$ cat src/hw/rtl/shuffled_lehmer_random_generator_macros.svh
// ----------------------------------------------------------------------------
// shuffled lehmer random generator assertion macros
// concurrent assertion wrappers, compiled out when SYNTH is defined
// ----------------------------------------------------------------------------
`ifndef SHUFFLED_LEHMER_RANDOM_GENERATOR_MACROS_SVH
`define SHUFFLED_LEHMER_RANDOM_GENERATOR_MACROS_SVH

`ifndef SYNTH
// same-cycle implication
`define SLRG_ASSERT_IMP(label, clk, rst_n, ante, cons) \
    label: assert property (@(posedge clk) disable iff (!rst_n) (ante) |-> (cons)) \
        else $error("slrg assertion failed");
// next-cycle implication
`define SLRG_ASSERT_NXT(label, clk, rst_n, ante, cons) \
    label: assert property (@(posedge clk) disable iff (!rst_n) (ante) |=> (cons)) \
        else $error("slrg assertion failed");
`else
`define SLRG_ASSERT_IMP(label, clk, rst_n, ante, cons)
`define SLRG_ASSERT_NXT(label, clk, rst_n, ante, cons)
`endif

`endif

$ cat src/hw/rtl/slrg_pkg.sv
// ----------------------------------------------------------------------------
// slrg_pkg
// shared constants, controller states and command/status types
// ----------------------------------------------------------------------------
package slrg_pkg;

    localparam int unsigned DEF_TABLE_ENTRIES = 32;
    localparam int unsigned WARM_EXTRA        = 8;
    localparam int unsigned VAL_W             = 31;
    localparam int unsigned MULT_W            = 15;
    localparam logic [MULT_W-1:0] LEH_MULT    = 15'd16807;
    localparam logic [VAL_W-1:0]  LEH_MOD     = 31'h7FFF_FFFF;

    typedef enum logic [2:0] {
        ST_IDLE,
        ST_INIT_MUL,
        ST_INIT_FOLD,
        ST_MUL,
        ST_FOLD,
        ST_READ,
        ST_WRITE
    } t_state;

    typedef struct packed {
        logic accept;     // input transfer this cycle
        logic load_seed;  // load generator from seed
        logic mul;        // capture product and slot estimate
        logic fold;       // fold product into generator state
        logic slot_ld;    // capture corrected slot
        logic tbl_we;     // init write of table entry at counter
        logic set_held;   // last warm-up step also sets held value
        logic rd;         // table read at slot
        logic wr;         // commit draw
    } t_cmd;

    typedef struct packed {
        logic held_zero;  // generator not yet seeded
    } t_sts;

endpackage

$ cat src/hw/rtl/slrg_ctrl.sv
// ----------------------------------------------------------------------------
// slrg_ctrl
// sequencer for warm-up and draw steps, output valid tracking
// ----------------------------------------------------------------------------
`include "shuffled_lehmer_random_generator_macros.svh"

module slrg_ctrl #(
    parameter int unsigned TABLE_ENTRIES = slrg_pkg::DEF_TABLE_ENTRIES,
    parameter int unsigned CNT_W = $clog2(TABLE_ENTRIES + slrg_pkg::WARM_EXTRA)
) (
    input  logic              i_clk,
    input  logic              i_rst_n,
    input  logic              i_in_valid,
    output logic              o_in_ready,
    input  logic              i_func,
    output logic              o_out_valid,
    input  logic              i_out_ready,
    input  slrg_pkg::t_sts    i_sts,
    output slrg_pkg::t_cmd    o_cmd,
    output logic [CNT_W-1:0]  o_cnt
);

    localparam logic [CNT_W-1:0] CNT_INIT =
        CNT_W'(TABLE_ENTRIES + slrg_pkg::WARM_EXTRA - 1);
    localparam logic [CNT_W-1:0] CNT_TBL = CNT_W'(TABLE_ENTRIES);

    slrg_pkg::t_state r_state, n_state;
    logic [CNT_W-1:0] r_cnt, n_cnt;
    logic             r_out_valid, n_out_valid;
    logic             w_out_free;
    logic             w_init;

    assign w_out_free = !r_out_valid || i_out_ready;
    assign w_init     = i_func || i_sts.held_zero;

    always_ff @(posedge i_clk) begin
        if (!i_rst_n) begin
            r_state     <= slrg_pkg::ST_IDLE;
            r_cnt       <= '0;
            r_out_valid <= 1'b0;
        end else begin
            r_state     <= n_state;
            r_cnt       <= n_cnt;
            r_out_valid <= n_out_valid;
        end
    end

    // next state
    always_comb begin
        n_state = r_state;
        n_cnt   = r_cnt;
        case (r_state)
            slrg_pkg::ST_IDLE: begin
                if (i_in_valid) begin
                    n_state = w_init ? slrg_pkg::ST_INIT_MUL : slrg_pkg::ST_MUL;
                    n_cnt   = CNT_INIT;
                end
            end
            slrg_pkg::ST_INIT_MUL: n_state = slrg_pkg::ST_INIT_FOLD;
            slrg_pkg::ST_INIT_FOLD: begin
                if (r_cnt == '0) begin
                    n_state = slrg_pkg::ST_MUL;
                end else begin
                    n_state = slrg_pkg::ST_INIT_MUL;
                    n_cnt   = r_cnt - CNT_W'(1);
                end
            end
            slrg_pkg::ST_MUL:  n_state = slrg_pkg::ST_FOLD;
            slrg_pkg::ST_FOLD: n_state = slrg_pkg::ST_READ;
            slrg_pkg::ST_READ: begin
                if (w_out_free) begin
                    n_state = slrg_pkg::ST_WRITE;
                end
            end
            slrg_pkg::ST_WRITE: n_state = slrg_pkg::ST_IDLE;
            default: n_state = slrg_pkg::ST_IDLE;
        endcase
    end

    // outputs
    always_comb begin
        o_cmd       = '0;
        n_out_valid = r_out_valid && !i_out_ready;
        case (r_state)
            slrg_pkg::ST_IDLE: begin
                o_cmd.accept    = i_in_valid;
                o_cmd.load_seed = i_in_valid && w_init;
            end
            slrg_pkg::ST_INIT_MUL: o_cmd.mul = 1'b1;
            slrg_pkg::ST_INIT_FOLD: begin
                o_cmd.fold     = 1'b1;
                o_cmd.tbl_we   = r_cnt < CNT_TBL;
                o_cmd.set_held = r_cnt == '0;
            end
            slrg_pkg::ST_MUL: o_cmd.mul = 1'b1;
            slrg_pkg::ST_FOLD: begin
                o_cmd.fold    = 1'b1;
                o_cmd.slot_ld = 1'b1;
            end
            slrg_pkg::ST_READ: o_cmd.rd = 1'b1;
            slrg_pkg::ST_WRITE: begin
                o_cmd.wr    = 1'b1;
                n_out_valid = 1'b1;
            end
            default: o_cmd = '0;
        endcase
    end

    assign o_in_ready  = r_state == slrg_pkg::ST_IDLE;
    assign o_out_valid = r_out_valid;
    assign o_cnt       = r_cnt;

    // a waiting result is never overwritten
    `SLRG_ASSERT_IMP(a_no_overwrite, i_clk, i_rst_n, r_state == slrg_pkg::ST_WRITE, w_out_free)
    // last warm-up step always hands over to the draw
    `SLRG_ASSERT_NXT(a_init_to_draw, i_clk, i_rst_n,
        (r_state == slrg_pkg::ST_INIT_FOLD) && (r_cnt == '0), r_state == slrg_pkg::ST_MUL)
    // an input transfer always starts a step
    `SLRG_ASSERT_NXT(a_accept_starts, i_clk, i_rst_n, i_in_valid && o_in_ready,
        (r_state == slrg_pkg::ST_INIT_MUL) || (r_state == slrg_pkg::ST_MUL))

endmodule

$ cat src/hw/rtl/slrg_dp.sv
// ----------------------------------------------------------------------------
// slrg_dp
// lehmer step, shuffle slot select, shuffle table and result register
// ----------------------------------------------------------------------------
`include "shuffled_lehmer_random_generator_macros.svh"

module slrg_dp #(
    parameter int unsigned TABLE_ENTRIES = slrg_pkg::DEF_TABLE_ENTRIES,
    parameter int unsigned CNT_W = $clog2(TABLE_ENTRIES + slrg_pkg::WARM_EXTRA)
) (
    input  logic                        i_clk,
    input  logic                        i_rst_n,
    input  slrg_pkg::t_cmd              i_cmd,
    input  logic [CNT_W-1:0]            i_cnt,
    input  logic [slrg_pkg::VAL_W-1:0]  i_seed,
    output slrg_pkg::t_sts              o_sts,
    output logic [slrg_pkg::VAL_W-1:0]  o_value,
    output logic                        o_did_init
);

    localparam int unsigned VW     = slrg_pkg::VAL_W;
    localparam int unsigned PROD_W = VW + slrg_pkg::MULT_W;
    localparam int unsigned IDX_W  = $clog2(TABLE_ENTRIES);
    localparam int unsigned Q_W    = $clog2(TABLE_ENTRIES + 2);
    localparam logic [63:0] SLOT_DIV_L =
        64'd1 + (64'(slrg_pkg::LEH_MOD) - 64'd1) / 64'(TABLE_ENTRIES);
    localparam logic [63:0] RECIP_L = (64'd1 << VW) / SLOT_DIV_L;
    localparam int unsigned RECIP_W = $clog2(RECIP_L + 64'd1);
    localparam int unsigned QP_W    = VW + RECIP_W;
    localparam int unsigned QD_W    = VW + Q_W;
    localparam logic [VW-1:0]  SLOT_DIV = VW'(SLOT_DIV_L);
    localparam logic [Q_W-1:0] Q_LAST   = Q_W'(TABLE_ENTRIES - 1);

    logic [VW-1:0]     r_lehmer, r_held;
    logic [PROD_W-1:0] r_prod;
    logic [Q_W-1:0]    r_qest;
    logic [IDX_W-1:0]  r_slot;
    logic [VW-1:0]     r_rdata;
    logic              r_did;
    logic [VW-1:0]     r_value;
    logic              r_did_out;
    logic [VW-1:0]     r_mem [TABLE_ENTRIES];

    logic [VW-1:0]     w_seed_s;
    logic [VW:0]       w_sum;
    logic [VW-1:0]     w_step;
    logic [QP_W-1:0]   w_qprod;
    logic [QD_W-1:0]   w_qd;
    logic [VW-1:0]     w_rem;
    logic [Q_W-1:0]    w_q1;
    logic [IDX_W-1:0]  w_slot;
    logic              w_we;
    logic [IDX_W-1:0]  w_waddr;
    logic [VW-1:0]     w_wdata;

    // zero and the modulus both collapse to one
    assign w_seed_s = ((i_seed == '0) || (i_seed == slrg_pkg::LEH_MOD)) ? VW'(1) : i_seed;

    // mersenne fold: hi + lo, one conditional subtract
    assign w_sum  = (VW+1)'(r_prod[PROD_W-1:VW]) + (VW+1)'(r_prod[VW-1:0]);
    assign w_step = (w_sum >= (VW+1)'(slrg_pkg::LEH_MOD))
                  ? VW'(w_sum - (VW+1)'(slrg_pkg::LEH_MOD)) : w_sum[VW-1:0];

    // reciprocal estimate is low by at most one
    assign w_qprod = QP_W'(r_held) * QP_W'(RECIP_L);
    assign w_qd    = QD_W'(r_qest) * QD_W'(SLOT_DIV);
    assign w_rem   = r_held - w_qd[VW-1:0];
    assign w_q1    = (w_rem >= SLOT_DIV) ? r_qest + Q_W'(1) : r_qest;
    assign w_slot  = (w_q1 > Q_LAST) ? IDX_W'(Q_LAST) : IDX_W'(w_q1);

    always_ff @(posedge i_clk) begin
        if (!i_rst_n) begin
            r_lehmer <= VW'(1);
            r_held   <= '0;
        end else begin
            if (i_cmd.load_seed) begin
                r_lehmer <= w_seed_s;
            end else if (i_cmd.fold) begin
                r_lehmer <= w_step;
            end
            if (i_cmd.set_held) begin
                r_held <= w_step;
            end else if (i_cmd.wr) begin
                r_held <= r_rdata;
            end
        end
    end

    always_ff @(posedge i_clk) begin
        if (i_cmd.accept) begin
            r_did <= i_cmd.load_seed;
        end
        if (i_cmd.mul) begin
            r_prod <= PROD_W'(slrg_pkg::LEH_MULT) * PROD_W'(r_lehmer);
            r_qest <= Q_W'(w_qprod >> VW);
        end
        if (i_cmd.slot_ld) begin
            r_slot <= w_slot;
        end
        if (i_cmd.wr) begin
            r_value   <= r_rdata;
            r_did_out <= r_did;
        end
    end

    // shuffle table, one write port and one registered read port
    assign w_we    = i_cmd.tbl_we || i_cmd.wr;
    assign w_waddr = i_cmd.tbl_we ? i_cnt[IDX_W-1:0] : r_slot;
    assign w_wdata = i_cmd.tbl_we ? w_step : r_lehmer;

    always_ff @(posedge i_clk) begin
        if (w_we) begin
            r_mem[w_waddr] <= w_wdata;
        end
        if (i_cmd.rd) begin
            r_rdata <= r_mem[r_slot];
        end
    end

    assign o_sts.held_zero = r_held == '0;
    assign o_value         = r_value;
    assign o_did_init      = r_did_out;

    // generator never reaches the zero fixed point
    `SLRG_ASSERT_IMP(a_lehmer_nonzero, i_clk, i_rst_n, 1'b1, r_lehmer != '0)
    // every committed draw leaves the block seeded
    `SLRG_ASSERT_NXT(a_held_nonzero, i_clk, i_rst_n, i_cmd.wr, r_held != '0)

endmodule

$ cat src/hw/rtl/shuffled_lehmer_random_generator.sv
// ----------------------------------------------------------------------------
// shuffled_lehmer_random_generator
// minimal standard lehmer generator with a bays-durham shuffle table
// ----------------------------------------------------------------------------
//
//  channel | direction | handshake                 | payload
//  --------+-----------+---------------------------+-----------------------
//  in      | input     | i_in_valid / o_in_ready   | i_func, i_seed
//  out     | output    | o_out_valid / i_out_ready | o_value, o_did_init
//
// a draw runs these steps per item: the idle state that takes the transfer, a
// lehmer step as a multiply state and a mersenne fold state, a table read and
// a commit; ready comes back when the sequencer returns to idle after the commit
// a reseed (or a draw while unseeded) adds 40 warm-up steps of multiply and fold
// reset gives state one and an unseeded block; the table needs no clearing
// a stalled result holds the commit step back; the result register frees the
// input side, so the next transfer is taken while a result waits
//
module shuffled_lehmer_random_generator #(
    parameter int unsigned TABLE_ENTRIES = slrg_pkg::DEF_TABLE_ENTRIES
) (
    input  logic                        i_clk,
    input  logic                        i_rst_n,
    // input channel
    input  logic                        i_in_valid,
    output logic                        o_in_ready,
    input  logic                        i_func,
    input  logic [slrg_pkg::VAL_W-1:0]  i_seed,
    // output channel
    output logic                        o_out_valid,
    input  logic                        i_out_ready,
    output logic [slrg_pkg::VAL_W-1:0]  o_value,
    output logic                        o_did_init
);

    // warm-up counter spans all warm-up steps
    localparam int unsigned CNT_W = $clog2(TABLE_ENTRIES + slrg_pkg::WARM_EXTRA);

    slrg_pkg::t_cmd   w_cmd;
    slrg_pkg::t_sts   w_sts;
    logic [CNT_W-1:0] w_cnt;

    // sequencer: warm-up countdown, draw steps, output valid
    slrg_ctrl #(
        .TABLE_ENTRIES (TABLE_ENTRIES),
        .CNT_W         (CNT_W)
    ) u_ctrl (
        .i_clk       (i_clk),
        .i_rst_n     (i_rst_n),
        .i_in_valid  (i_in_valid),
        .o_in_ready  (o_in_ready),
        .i_func      (i_func),
        .o_out_valid (o_out_valid),
        .i_out_ready (i_out_ready),
        .i_sts       (w_sts),
        .o_cmd       (w_cmd),
        .o_cnt       (w_cnt)
    );

    // datapath: generator state, held value, shuffle table, result register
    slrg_dp #(
        .TABLE_ENTRIES (TABLE_ENTRIES),
        .CNT_W         (CNT_W)
    ) u_dp (
        .i_clk      (i_clk),
        .i_rst_n    (i_rst_n),
        .i_cmd      (w_cmd),
        .i_cnt      (w_cnt),
        .i_seed     (i_seed),
        .o_sts      (w_sts),
        .o_value    (o_value),
        .o_did_init (o_did_init)
    );

endmodule

$ cat config.mk
export PLATFORM = sky130hd
export DESIGN_NAME = shuffled_lehmer_random_generator
export DESIGN_NICKNAME = d
export VERILOG_FILES = /design/src/hw/rtl/slrg_pkg.sv /design/src/hw/rtl/slrg_ctrl.sv /design/src/hw/rtl/slrg_dp.sv /design/src/hw/rtl/shuffled_lehmer_random_generator.sv
export VERILOG_INCLUDE_DIRS = /design/src /design/src/hw/rtl
export SDC_FILE = /design/constraint.sdc
export NUM_CORES = 2
export LEC_CHECK = 0
export BUFFER_PORTS_ARGS = -buffer_cell sky130_fd_sc_hd__buf_2
export CAP_MARGIN = 20
export CORE_AREA = 10 10 434 478
export DETAILED_ROUTE_END_ITERATION = 6
export DIE_AREA = 0 0 444 488
export PLACE_DENSITY = 0.5
export RECOVER_POWER = 50
export SLEW_MARGIN = 20
export SYNTH_ARGS = -nofsm -noshare
export SYNTH_HDL_FRONTEND = slang
export SYNTH_SLANG_ARGS = --single-unit
$ cat constraint.sdc
create_clock -name i_clk -period 18.7 [get_ports i_clk]
set_input_delay 3.74 -clock i_clk [delete_from_list [all_inputs] [get_ports i_clk]]
set_output_delay 3.74 -clock i_clk [all_outputs]
set_load 0.01 [all_outputs]
Word level (Yosys, flattened, before mapping)
Memories as Yosys holds them, arrays and structs flattened. A register that Yosys moved wholly into a read port is not among the register bits.
Cells that the tools add are included.

cells by class
  $add $sub $neg = 5
  multipliers = 1
  order comparisons = 4
  equal/unequal tests = 10
  muxes and demuxes = 27
  reduce and logical (&&, ||, !) cells = 19

operators by type and width
  cell                      number
  $mux W31                  7
  $logic_not A31 Y1         2
  $mul A15 B31 Y46 const A  1
  $add A15 B31 Y32          1
  $ge A32 B31 Y1 const B    1
  $eq A31 B31 Y1 const B    1
  $ge A31 B27 Y1 const B    1
  $sub A31 B31 Y31          1
  $sub A31 B31 Y31 const B  1
  $mux W6                   3
  $pmux W3 S6               1
  $pmux W6 S2               1
  $eq A3 B3 Y1 const B      3
  $mux W1                   8
  $mux W2                   4
  $add A5 B1 Y6 const B     1
  $eq A3 B2 Y1 const B      2
  $gt A6 B5 Y1 const B      1
  $logic_not A6 Y1          1
  $lt A6 B6 Y1 const B      1
  $mux W3                   2
  $reduce_bool A2 Y1        3
  $sub A6 B1 Y6 const B     1
  $mux W5                   1
  other kinds (10)          17

word-level totals
  bits in registers = 161
  bits in writable memories = 992
  bits of input ports = 36
  word-level logic and storage cells = 78
  memories kept = 1

memories
  memory      depth  bits a word  rd ports  clocked after Yosys merged registers in  write ports  line           RTL
  u_dp.r_mem  32     31           1         1                                        1            slrg_dp.sv:42  logic [VW-1:0] r_mem [TABLE_ENTRIES];

Logic depth before layout (Yosys ltp)
  depth in word-level cells = 5
  gate-level depth with buffers = 25
  depth with buffers taken out = 24

Modules after synthesis
Synthesis repeated with hierarchy kept, for this count alone.

unflattened totals
  cells, all modules = 3305
  area, all modules = 55005.3 um^2

by module, submodules not included
  module     instances  cells each  area an instance (um^2)
  slrg_dp    1          3230        54379.7
  slrg_ctrl  1          75          625.6

Worst setup path before layout
No wires, ideal clock.

  kind = flip-flop to flip-flop
  from = reg u_dp.r_lehmer[21]
  to = reg u_dp.r_prod[44] (data pin)
  library setup time = 0.274 ns
  data arrival time = 5.633 ns
  required time = 18.426 ns
  setup slack = 12.794 ns
  cell stages (with the launch flop) = 26
  cells stage by stage = dfxtp_1 inv_1 fa_1 inv_1 ha_1 inv_1 fa_1 inv_1 fa_1 fa_1 inv_1 fa_1 inv_1 ha_1 clkbuf_1 and4_1 nand3_1 nor3b_1 a311oi_1 o211ai_1 and3_1 o21ai_0 a21oi_1 a21oi_1 o41ai_1 xor2_1

between the ends
  cells in the longest elaborated chain, start to end = 1

RTL lines
  element                   line           RTL
  start: declaration        slrg_dp.sv:34  logic [VW-1:0] r_lehmer, r_held;
  start signal: assignment  slrg_dp.sv:77  r_lehmer <= w_seed_s;
  start signal: assignment  slrg_dp.sv:79  r_lehmer <= w_step;
  $mul A15 B31 Y46          slrg_dp.sv:94  r_prod <= PROD_W'(slrg_pkg::LEH_MULT) * PROD_W'(r_lehmer);
  end signal: assignment    slrg_dp.sv:94
  end: declaration          slrg_dp.sv:35  logic [PROD_W-1:0] r_prod;

Every way passes these cells.
A chain may end at the register's enable or synchronous reset.

==> impl_metrics.env <==
export IMPL_hold_violations=0
export IMPL_port_buffers=69
export IMPL_slew_headroom_pct=-180
export IMPL_worstMarginPinSlew_ns=4.20
export IMPL_ys_types=89
export IMPL_antenna_found_initial=3
export IMPL_power_leakage_nw=21.7
export IMPL_p_sw_w=0.00507
export IMPL_io_pins=70
export IMPL_status="finished, violations left"
export IMPL_synth_edff_count=1112
export IMPL_slowest_stage="clkbuf_1"
export IMPL_worstPathRequired_ns=19.19
export IMPL_finalCritPeriodShare_pct=46.2
export IMPL_chipHeight_um=488
export IMPL_dp_cells=5869
export IMPL_ctsResizeCount=0
export IMPL_die_width_um=444
export IMPL_ys_async_sr_fraction_pct=0
export IMPL_ctsHoldBuffers=0
export IMPL_routed_wl_um=163000
export IMPL_place_area_sq_mm=0.0590
export IMPL_dr_pass1_iters=5
export IMPL_timing_final_ws_setup_ns=10.06
export IMPL_cp_buffers_inverters=3
export IMPL_critPathKind="flip-flop to flip-flop"
export IMPL_wl_met1_um=69900
export IMPL_drv_slew=1302
export IMPL_row_count=171
export IMPL_avgSynthCellArea_sq_um=16.9
export IMPL_maxCapViolCount=57
export IMPL_synth_warnings=0
export IMPL_multi_input_area_sq_mm=0.0186
export IMPL_vias_per_cell=4.97
export IMPL_start_util_pct=27.8
export IMPL_synth_largest_area_cell="edfxtp_1"
export IMPL_synthesis_area_sq_mm=0.0549
export IMPL_clk_latency_ns=0.77
export IMPL_cp_end_kind="flip-flop"
export IMPL_slowest_delay_ns=2.96
export IMPL_drt_initial_drc_count=2681
export IMPL_grt_overflow=0
export IMPL_clock_fmax_mhz=116
export IMPL_hold_path_class="flip-flop to flip-flop"
export IMPL_cts_tree="yes"
export IMPL_cts_sink_count=1184
export IMPL_dr_wl_met3_um=8150
export IMPL_post_route_drc_count=0
export IMPL_wl_met2_um=79700
export IMPL_synthToLayoutAreaGrowth_pct=14.5
export IMPL_clk_path_buf_depth=3
export IMPL_synth_area_leaders="edfxtp_1 61%, mux4_2 13%, fa_1 4.9%, ha_1 4.8%, dfxtp_1 2.6%"
export IMPL_finalNonFillerCells=6109
export IMPL_clkPwrFrac_pct=20.4
export IMPL_fillers=19100
export IMPL_grt_pass1_vias=31500
export IMPL_ant_nets=0
export IMPL_startpoint_type="flip-flop"
export IMPL_vias=30400
export IMPL_cp_max_fo=48
export IMPL_nets=3791
export IMPL_design_core_area_sq_mm=0.197
export IMPL_top_layer_used="met4"
export IMPL_detail_route_wl_per_cell_um=26.6
export IMPL_yosysTopAreaCellShare_pct=60.9
export IMPL_grt_util_all_layers_pct=14.8
export IMPL_htreeDepth=4
export IMPL_cp_top_family="buffers and inverters"
export IMPL_synthFlopType="edfxtp_1"
export IMPL_cp_arrival_ns=9.12
export IMPL_cts_root_buffer_cell="clkbuf_16"
export IMPL_p_per_area_mw_per_mm2=194
export IMPL_ir_drop_v=0.000179
export IMPL_seq_area_sq_mm=0.0348
export IMPL_seq_power_share_pct=30.3
export IMPL_drive_above_1_share_pct=19.8
export IMPL_power_frac_comb_pct=49.3
export IMPL_finClkSkew_ns=0.0336
export IMPL_finalSetupTns_ns=0
export IMPL_rsz0062_at_grt="false"
export IMPL_ys_seq_elements=1184
export IMPL_p_int_w=0.00714
export IMPL_stdcell_area_sq_mm=0.0628
export IMPL_dp_worst_setup_slack_ns=11.84
export IMPL_hpwl_um=102000
export IMPL_clkTransAtPathRegs_ns=0.06
export IMPL_gp_congestion=0.844
export IMPL_grt_start_max_net_pins=138
export IMPL_crit_path_cell_trace="clkbuf_1, clkbuf_1, clkbuf_1, mux4_2, mux4_2, mux2_1"
export IMPL_synth_cells=3253
export IMPL_violations="max-capacitance violations, max-slew violations"
export IMPL_finalSetupViolations=0
export IMPL_cts_setup_buffers=0
export IMPL_fin_crit_ns=8.64
export IMPL_cts_made_buffers=132
export IMPL_syn_nets=3633
export IMPL_swShare_pct=41.5
export IMPL_grt_first_pass_wirelength_um=234000
export IMPL_path_common_cell="clkbuf_1"
export IMPL_synth_seq_area_share_pct=63.5
export IMPL_dieArea_sq_mm=0.217
==> sequential cells by signal, indices dropped and copies added (netlist names) <==
register	flops
u_dp.r_mem	992
u_dp.r_prod	46
u_dp.o_value	31
u_dp.r_held	31
u_dp.r_lehmer	31
u_dp.r_rdata	31
u_ctrl.o_cnt	6
u_dp.r_qest	5
u_dp.r_slot	5
u_ctrl.r_state	3
u_ctrl.o_out_valid	1
u_dp.o_did_init	1
u_dp.r_did	1
==> cell families (layout without fill, tap and decap cells) <==
group | after synthesis | count (layout) | synth area share, %
flops | 1184 | 1184 | 63.5
simple gates | 488 | 488 | 4.31
buf+inv | 419 | 677 | 2.91
compound gates | 393 | 393 | 4.86
mux | 346 | 346 | 13.5
fa+ha+maj | 344 | 344 | 9.69
xor+xnor | 79 | 79 | 1.30
other cells | 0 | 3 | 0
==> layout make-up <==
class	count	share of cell area, %
diodes	3	0.0120
clock inverters	73	1.10
flip-flops and latches	1184	55.5
well taps	2595	5.17
multi-input cells	1650	29.7
inverters	287	1.72
repair buffers	156	1.41
clock buffers	161	5.45
==> layer usage <==
layer,track usage [%],vias up
met1,19.7,16300
met4,4.55,0
met3,2.28,246
met2,24.9,886
met5,0,-
li1,-,13000
==> worst reg2reg max path: cells and delay by family, from the launching register on <==
family | cells | cell delay, ns
mux | 3 | 1.60
buf+inv | 3 | 6.35
flops | 1 | 0.40
==> synth_stat cells, types with 19 or more instances <==
cell,count
mux2_2,34
nor2_1,96
dfxtp_1,72
nand2_1,173
a21o_1,23
mux4_2,310
xnor2_1,43
nor4_1,19
nand3_1,50
inv_1,285
a211oi_1,19
clkbuf_1,98
nor3_1,31
xor2_1,33
buf_1,26
nand4_1,25
a21oi_1,108
o21ai_0,78
ha_1,209
fa_1,135
a221oi_1,20
edfxtp_1,1112
==> power by group through the flow <==
stage	sequential [W]	combinational (W)	clock, W
after floorplan	0.00367	0.00408	0
after global placement	0.00375	0.00594	0
after detailed placement	0.00375	0.00587	0
after CTS	0.00370	0.00601	0.00255
after global routing	0.00371	0.00672	0.00266
final	0.00370	0.00602	0.00249
==> placed cells by master, fill, tap and decap left out, types with 31 or more instances in the layout <==
cell,n
edfxtp_1,1112
clkbuf_16,132
xnor2_1,43
o21ai_0,54
xor2_1,33
a21oi_1,108
buf_2,67
ha_1,209
fa_1,135
clkbuf_1,74
inv_1,285
nor3_1,31
nor2_1,94
nand2_1,172
dfxtp_1,72
buf_4,38
nand3_1,50
mux4_2,310
==> path summary, 6_finish.rpt <==
check,start,endpoint,slack [ns],cells past startpoint
worst max-delay path,u_dp.r_slot[0],u_dp.r_rdata[2],10.06,6
worst min-delay path,u_dp.r_did,u_dp.o_did_init,0.42,0
worst max register to register,u_dp.r_slot[0],u_dp.r_rdata[2],10.06,6
worst min register to register,u_dp.r_did,u_dp.o_did_init,0.42,0
==> metrics by stage <==
stage	hold slack (ns)	utilization, %	power [W]
floorplan	0.400	-	0.00775
global placement	0.412	29.9	0.00969
detailed placement	0.408	30.0	0.00962
CTS	0.421	32.0	0.0123
global route	0.429	31.9	0.0131
finish	0.420	31.9	0.0122
Power figures use the tool's default switching activity.
